`src/hw/rtl/ccc_pkg.sv`:
```
// Shared constants and controller/datapath interface types for the component counter.
`timescale 1ns / 1ps

package ccc_pkg;

  // Table size and field widths
  localparam int MAX_NODES = 1024;
  localparam int NODE_W    = $clog2(MAX_NODES);
  localparam int COUNT_W   = 11;

  // Commands from the controller to the datapath
  typedef struct packed {
    logic capture;       // latch the incoming edge, start the walk at node_a
    logic rd_from_data;  // address the table with the word just read
    logic save_root_a;   // keep the first root, restart the walk at node_b
    logic hop;           // halve the path: point x at its grandparent, move to it
    logic link;          // hang the larger root under the smaller one
    logic emit;          // load the result, clear the merge count
    logic clear_step;    // write one table entry back to its own index
  } cmd_t;

  // Status from the datapath to the controller
  typedef struct packed {
    logic in_range;      // both incoming endpoints lie below node_count
    logic in_last;       // incoming item carries the last mark
    logic last;          // captured last mark of the current edge
    logic p_is_root;     // word just read equals its own address
    logic clear_last;    // clear sweep sits on the final entry
    logic out_busy;      // result register holds an item not yet taken
  } sts_t;

endpackage

```
`src/hw/rtl/ccc_ctrl.sv`:
```
// Controller: sequences the clear sweep, the two root walks and link per edge, and the result after the last edge.
`timescale 1ns / 1ps

module ccc_ctrl (
  input  logic          clk,
  input  logic          rst,
  input  logic          in_valid,
  output logic          in_stall,
  input  ccc_pkg::sts_t sts,
  output ccc_pkg::cmd_t cmd
);

  localparam logic [2:0] S_CLEAR  = 3'd0;
  localparam logic [2:0] S_IDLE   = 3'd1;
  localparam logic [2:0] S_READ   = 3'd2;
  localparam logic [2:0] S_PARENT = 3'd3;
  localparam logic [2:0] S_GRAND  = 3'd4;
  localparam logic [2:0] S_LINK   = 3'd5;
  localparam logic [2:0] S_EMIT   = 3'd6;

  logic [2:0] state;
  logic [2:0] state_next;
  logic       phase;
  logic       phase_next;

  // State registers
  always_ff @(posedge clk) begin
    if (rst) begin
      state <= S_CLEAR;
      phase <= 1'b0;
    end else begin
      state <= state_next;
      phase <= phase_next;
    end
  end

  // Next state and commands
  always_comb begin
    state_next = state;
    phase_next = phase;
    cmd        = '0;
    in_stall   = 1'b1;
    unique case (state)
      S_CLEAR: begin
        cmd.clear_step = 1'b1;
        if (sts.clear_last) begin
          state_next = S_IDLE;
        end
      end
      S_IDLE: begin
        in_stall = 1'b0;
        if (in_valid) begin
          cmd.capture = 1'b1;
          phase_next  = 1'b0;
          if (sts.in_range) begin
            state_next = S_READ;
          end else if (sts.in_last) begin
            state_next = S_EMIT;
          end
        end
      end
      S_READ: begin
        state_next = S_PARENT;
      end
      S_PARENT: begin
        if (sts.p_is_root) begin
          if (!phase) begin
            cmd.save_root_a = 1'b1;
            phase_next      = 1'b1;
            state_next      = S_READ;
          end else begin
            state_next = S_LINK;
          end
        end else begin
          cmd.rd_from_data = 1'b1;
          state_next       = S_GRAND;
        end
      end
      S_GRAND: begin
        cmd.hop          = 1'b1;
        cmd.rd_from_data = 1'b1;
        state_next       = S_PARENT;
      end
      S_LINK: begin
        cmd.link   = 1'b1;
        state_next = sts.last ? S_EMIT : S_IDLE;
      end
      S_EMIT: begin
        if (!sts.out_busy) begin
          cmd.emit   = 1'b1;
          state_next = S_CLEAR;
        end
      end
      default: begin
        state_next = S_IDLE;
      end
    endcase
  end

endmodule

```
`config.mk`:
```
export PLATFORM = sky130hd
export DESIGN_NAME = ccc_ctrl
export DESIGN_NICKNAME = d
export VERILOG_FILES = /design/src/hw/rtl/ccc_pkg.sv /design/src/hw/rtl/ccc_ctrl.sv
export SDC_FILE = /design/constraint.sdc
export NUM_CORES = 1
export LEC_CHECK = 0
export BUFFER_PORTS_ARGS = -buffer_cell sky130_fd_sc_hd__buf_2
export CORE_AREA = 8 8 45 47
export CTS_BUF_LIST = sky130_fd_sc_hd__clkbuf_16
export CTS_CLUSTER_SIZE = 24
export DETAILED_ROUTE_END_ITERATION = 6
export DIE_AREA = 0 0 53 55
export GPL_ROUTABILITY_DRIVEN = 0
export SYNTH_ARGS = -nofsm -noshare
export SYNTH_HDL_FRONTEND = slang
export SYNTH_SLANG_ARGS = --single-unit
```
`constraint.sdc`:
```
create_clock -name clk -period 2.62 [get_ports clk]
set_input_delay 0.262 -clock clk [delete_from_list [all_inputs] [get_ports clk]]
set_output_delay 0.262 -clock clk [all_outputs]
set_load 0.02 [all_outputs]
```
# --- Yosys cells after proc, flatten, opt, wreduce, memory -nomap -nowiden ---
# Cells that the tools add are included.
totals:
  reg_bits: 4
  input_bits: 9
classes:
  n_eq_ne: 11
  n_mux: 25
  n_reduce_logical: 5
ops:
  columns: ["cell", "count"]
  rows:
  - ["$mux 3", 8]
  - ["$pmux 3 s6", 1]
  - ["$mux 1", 14]
  - ["$eq 3x3->1 const B", 3]
  - ["$ne 2x2->1 const B", 4]
  - ["$eq 3x2->1 const B", 2]
  - ["$pmux 1 s2", 2]
  - ["$reduce_and 4->1", 1]
  - ["$eq 3x1->1 const B", 1]
  - ["$logic_not 3->1", 1]
  - ["$ne 3x3->1 const B", 1]
  - ["$reduce_and 3->1", 1]
  - ["$reduce_bool 2->1", 1]
  - ["$reduce_or 2->1", 1]

# --- Longest topological paths before layout ---
# Gate-level depths: netlist of the first run.
depth:
  word_depth: 4
  mapped_depth: 5

# --- Least setup slack after synthesis of the first run ---
# No wires, ideal clock.
synth_path:
  path_kind: "register to output"
  start: "register state[1]"
  end: "output cmd[1] (netlist bit)"
  t_arrival_ps: 1115
  required_time_ps: 2358
  setup_slack_ps: 1243
  stages_incl_launch_ff: 5
  path_cell_list: "dfxtp_1 buf_6 buf_2 nand2_1 nor3_1"
synth_rtl:
  columns: ["item", "line_no", "source"]
  rows:
  - ["start: declaration", "ccc_ctrl.sv:21", "logic [2:0] state;"]
  - ["start signal: assignment", "ccc_ctrl.sv:32", "state <= state_next;"]
  - ["end: declaration", "ccc_ctrl.sv:10", "output ccc_pkg::cmd_t cmd"]

==> summary.md, run 1 <==
| Metric | Value |
|---|---|
| Status | `finished, final reports clean` |
| Mapped Nets | `between 60 and 70` |
| FF-to-FF path depth | `4` |
| Finished Cell Area | `549 um2` |
| Routed len/inst | `around 12 um` |
| Detail Placement HPWL | `between 700 and 800 um` |
| CP Class | `register to output port` |
| Remaining DRCs | `0` |
| First-pass GRT wire length | `roughly 1700 um` |
| Crit path DAT | `roughly 1.5 ns` |
| LEAKAGE | `around 0.25 nW` |
| Skew-Pair Late Insertion Delay | `approximately 0.23 ns` |
| Rel. slew slack | `about three fifths` |
| Postcts setup bufs | `0` |
| Sequential power share | `roughly 23%` |
| Clock sink count | `4` |
| Hold Violations, Final | `0` |
| Clock root buffer | `clkbuf_16` |
| Worst Setup Start Kind | `register` |
| Most frequent cells in the layout | `buf_2 (16), nor2_1 (7), nand2_1 (4), a21oi_1 (4), dfxtp_1 (4)` |
| Fin nets | `82` |
| Die W | `approximately 53 um` |
| Initial Util | `between 20 and 30%` |
| PnR worst setup slack | `around 0.87 ns` |
| Placed insts | `84` |
| Top cells by area in the synthesized netlist | `dfxtp_1 (20%), nor2_1 (6.5%), buf_6 (5.5%)` |
| Sw Ratio | `40.0%` |
| Via density | `between 5 and 6` |
| Num rows | `14` |
| Post-route setup TNS | `0 ns` |
| Pwr dens | `roughly 1200 mW/mm2` |
| Hold Path Class | `primary input to register` |
| Place WS | `1.12 ns` |
| Post-synthesis area per instance | `about 7.3 um2` |
| Internal | `a little over 0.0004 W` |
| Fin crit period | `around 1.8 ns` |
| Sw power | `~0.00027 W` |
| CTS resizes | `0` |
| N_diodes | `0` |
| Die Footprint | `0.00292 mm2` |
| CTS buffer count | `3` |
| Area Growth Syn to Fin | `35.1%` |
| Clock share of power | `35.9%` |
| Port Buf Inserts | `16` |
| DRT antenna net count | `0` |
| Die span in y | `~55 um` |
| Final Cycle Share | `66.8%` |
| Largest net degree at the start of global routing | `19` |
| Worst R2R Start | `state[1]` |
| Initial antenna violation count | `0` |
| Distinct cells, synth | `30` |
| DP Area | `~470 um2` |
| Finished Layout Cells | `87` |
| Vias after detailed routing | `between 400 and 500` |
| CTS tree | `done` |
| Most common cell after layout, fill and taps aside | `buf_2` |
| Reg2reg setup slack | `between 1 and 1.5 ns` |
| CTS max path bufs | `2` |
| Peak Freq | `approximately 0.57 GHz` |
| Overall routing resource usage | `~8%` |
| Slew @ Worst Pin | `slightly below 0.6 ns` |
| CP Launch Point | `state[0]` |
| Hold buffer count at cts | `0` |
| Required time of the critical path | `2.36 ns` |
| Worst IR Drop VDD | `407 uV` |
| TritonRoute pass-1 iters | `4` |
| Total Wirelength | `between 1000 and 1500 um` |
| Fillers | `150` |
| Htree depth | `1` |
| Register area share after synthesis | `19.7%` |
| Crit path max fanout | `15` |
| Skew final | `0.00375 ns` |
| Synth Instances | `56` |
| Starting DRT DRC Count | `10` |
| Crit path to | `cmd[5]` |
| WHS | `about 0.27 ns` |
| Logic gate share of total power | `about two fifths` |
| Vias in the first global route | `around 390` |
| YS warnings | `0` |
| CP endpoint kind | `output port` |
| Flops & latches, synth | `4` |
| I/O pin count | `17` |
| Layout cells sized above 1 | `36.6%` |
| Congestion Overflow GR | `0` |
| Worst r2r dst | `state[2]` |
| Area fraction of the dominant cell type after synthesis | `19.7%` |
| Max-slew violations | `0` |
| RSZ-0062 raised after global routing | `no` |
| Post-synth top area cell | `dfxtp_1` |
| Max Cap Viol | `0` |
| Clock transition at the registers of the reported paths | `~0.03 ns` |
| Synthesized cell area | `~400 um2` |
| Setup-failing EPs final | `0` |
| Placeable Area | `around 0.0014 mm2` |
-- metal layers --
| layer | up-vias | track usage, % | share of wire (%) |
|---|---|---|---|
| met3 | 2 | 2.41 | 10 |
| met2 | 24 | 9.38 | 39 |
| met5 | - | 0 | 0 |
| met1 | 179 | 11.1 | 48 |
| li1 | 237 | - | - |
| met4 | 0 | 6.47 | 1.8 |
-- Yosys cell counts (all sizes together) --
cell / instances
inv: 3
a31oi: 2
and2: 1
nor2b: 1
a21o: 1
o21ai: 5
nand3: 1
and3b: 1
dfxtp: 4
nor2: 7
o21bai: 1
nand2: 4
a22oi: 1
o31ai: 1
nand2b: 2
mux2i: 1
o32ai: 1
nor3: 5
o21ba: 1
nor3b: 1
and2b: 1
a32oi: 1
buf: 4
a311oi: 1
a21oi: 4
o22ai: 1
-- worst min path at each step --
stage	from	to	cells after the start
after floorplan	rst	phase	1
after global placement	rst	phase	2
final	rst	phase	2
after detailed placement	rst	phase	2
after CTS	rst	phase	2
after global routing	rst	phase	2
-- area by class of cell --
| class | count | area [um2] | area share (%) |
|---|---|---|---|
| clock buffer | 3 | 75.1 | 13.7 |
| inverter | 3 | 11.3 | 2.05 |
| multi-input combinational | 45 | 283 | 51.5 |
| sequential | 4 | 80.1 | 14.6 |
| tap | 16 | 20.0 | 3.64 |
| timing repair buffer | 16 | 80.1 | 14.6 |
-- sequential cells by signal, summed over array words and instances (netlist names) --
register	count
state	3
phase	1
-- stage by stage --
stage / utilization, % / power (W)
3_5_place_dp: 34.3 / 0.000435
2_1_floorplan: - / 0.000386
6_report: 39.7 / 0.000677
5_1_grt: 39.7 / 0.000723
3_3_place_gp: 34.3 / 0.000434
4_1_cts: 39.7 / 0.000683
-- worst max-delay path, stage by stage (launching register included) --
cell and delay [ns]:
dfxtp_1 0.61, and2b_4 0.24, nand2_1 0.07, o22ai_1 0.15, buf_2 0.18
-- power by group through the flow --
stage / Sequential, W / Combinational (W) / Clock [W]
global placement: 0.000156 / 0.000278 / 0
global route: 0.000166 / 0.000307 / 0.000250
CTS: 0.000156 / 0.000280 / 0.000246
finish: 0.000156 / 0.000278 / 0.000243
detailed placement: 0.000156 / 0.000279 / 0
floorplan: 0.0000992 / 0.000287 / 0
-- logic make-up after synthesis --
logic type	share of synthesized area, %
simple gates	33.8
compound gates	33.2
buf+inv	10.8
flops	19.7
mux	2.46
Power figures use the tool's default switching activity.
==> run 2: changes to the inputs <==
Clock period 2.62 ns to 1.8 ns, I/O delays scaled along.
==> run 2 against run 1 <==
  * Non-clock buffer count is 1 higher
  * Count of clock-buffer cells in the layout stayed put
  * Final area is 1.4% higher
  * Global-route usage is 0.60 points higher
  * Combinational power is 59% higher
  * Via count is 2.5% higher
  * Critical endpoint unchanged
  * Largest cell class unchanged
==> summary.md, run 2 (synthesis gave the netlist of run 1 again) <==
| Metric | Value |
|---|---|
| Status | `finished, final reports clean` |
| Biggest regs | `state x3, phase x1` |
| TritonRoute pass-1 iters | `4` |
| CTS buffer count | `3` |
| Postcts setup bufs | `0` |
| Initial antenna violation count | `0` |
| Skew final | `roughly 0.0015 ns` |
| Hold Path Class | `primary input to register` |
| Fin nets | `83` |
| Critical-path cell list | `and2b_4 > nand2_1 > o22ai_1 > buf_2` |
| Crit path max fanout | `15` |
| Detail Placement HPWL | `890 um` |
| Overall routing resource usage | `under 10%` |
| Rel. slew slack | `roughly two thirds` |
| Slew @ Worst Pin | `between 0.4 and 0.5 ns` |
| Pwr dens | `about 1800 mW/mm2` |
| DRT antenna net count | `0` |
| Setup-failing EPs final | `0` |
| Largest net degree at the start of global routing | `16` |
| Via density | `approximately 5.1` |
| CTS tree | `done` |
| Final Cycle Share | `90.4%` |
| Clock root buffer | `clkbuf_16` |
| Routed len/inst | `about 13 um` |
| Die span in y | `about 55 um` |
| Port Buf Inserts | `16` |
| Total Wirelength | `between 1000 and 1500 um` |
| LEAKAGE | `between 0.2 and 0.3 nW` |
| Fillers | `between 100 and 150` |
| Fin crit period | `between 1.5 and 2 ns` |
| Vias in the first global route | `roughly 440` |
| Multi-input gate area | `approximately 280 um2` |
| Layout cells sized above 1 | `between 30% and 40%` |
| First-pass GRT wire length | `1860 um` |
| Reg area | `80.1 um2` |
| Slowest-stage cell, CP | `dfxtp_1` |
| I/O pin count | `17` |
| Hold buffer count at cts | `0` |
| Crit path DAT | `roughly 1.5 ns` |
| Initial Util | `29.4%` |
| Worst path max stage delay | `between 0.6 and 0.7 ns` |
| Congestion Overflow GR | `0` |
| CTS max path bufs | `2` |
| CP Class | `register to output port` |
| Post-route setup TNS | `0 ns` |
| CTS resizes | `0` |
| N_diodes | `0` |
| Max-slew violations | `0` |
| Delay-heaviest family, CP | `flip-flops` |
| Die W | `between 50 and 60 um` |
| Hold Violations, Final | `0` |
| Worst Setup Start Kind | `register` |
| Skew-Pair Late Insertion Delay | `roughly 0.22 ns` |
| Die Footprint | `0.00292 mm2` |
| Required time of the critical path | `roughly 1.6 ns` |
| RSZ-0062 raised after global routing | `no` |
| Placeable Area | `0.00138 mm2` |
| Clock sink count | `4` |
| Top reg by flops | `state` |
| PnR worst setup slack | `0.172 ns` |
| Vias after detailed routing | `around 450` |
| Peak Freq | `0.614 GHz` |
| Place WS | `roughly 0.4 ns` |
| Worst IR Drop VDD | `roughly 750 uV` |
| CP endpoint kind | `output port` |
| Most frequent cells in the layout | `buf_2 (16), nor2_1 (7), nand2_1 (4), a21oi_1 (4), dfxtp_1 (4)` |
| Most common cell after layout, fill and taps aside | `buf_2` |
| CP Buf/Inv Count | `1` |
| Max reg flops | `3` |
| Max Cap Viol | `0` |
| Htree depth | `1` |
| Area Growth Syn to Fin | `36.9%` |
| Clock transition at the registers of the reported paths | `0.03 ns` |
| Remaining DRCs | `0` |
| Starting DRT DRC Count | `9` |
| Num rows | `14` |
==> run 2: cell count changes in the layout (fill, tap and decap cells not counted) <==
cell / change
buf_4: +1
==> run 2: final timing paths <==
check            from       end  slack, ns  depth (start not counted)
max          state[0]    cmd[5]       0.17                          4
min               rst     phase       0.18                          2
max reg2reg  state[0]  state[2]       0.39                          4
min reg2reg     phase     phase       0.55                          2
==> run 2: cell type report <==
class	count	area share [%]
sequential	4	14.4
multi-input combinational	45	50.8
tap	16	3.60
clock buffer	3	13.5
inverter	3	2.02
timing repair buffer	17	15.7
==> run 2: layer usage <==
layer  global-route usage, %  vias up  share of wire [%]
met2                    13.1       20                 41
li1                        -      236                  -
met4                    1.29        0                  0
met5                       0        -                  0
met1                    10.5      197                 49
met3                    4.55        0                9.8
==> run 2: report_power, final <==
group | switching [W] | internal [W]
logic | 0.000243 | 0.000200
clock network | 0.0000609 | 0.000284
registers | 0.0000975 | 0.000119
total | 0.000402 | 0.000602
==> run 2: through the flow <==
step	instance area (um2)	cells	total power, W	hold slack (ns)	util (%)
floorplan	407	56	0.000562	0.252	-
global placement	482	85	0.000652	0.412	34.8
detailed placement	482	85	0.000657	0.410	34.8
CTS	557	88	0.00101	0.183	40.2
global route	557	88	0.00108	0.206	40.2
finish	557	88	0.00100	0.181	40.2
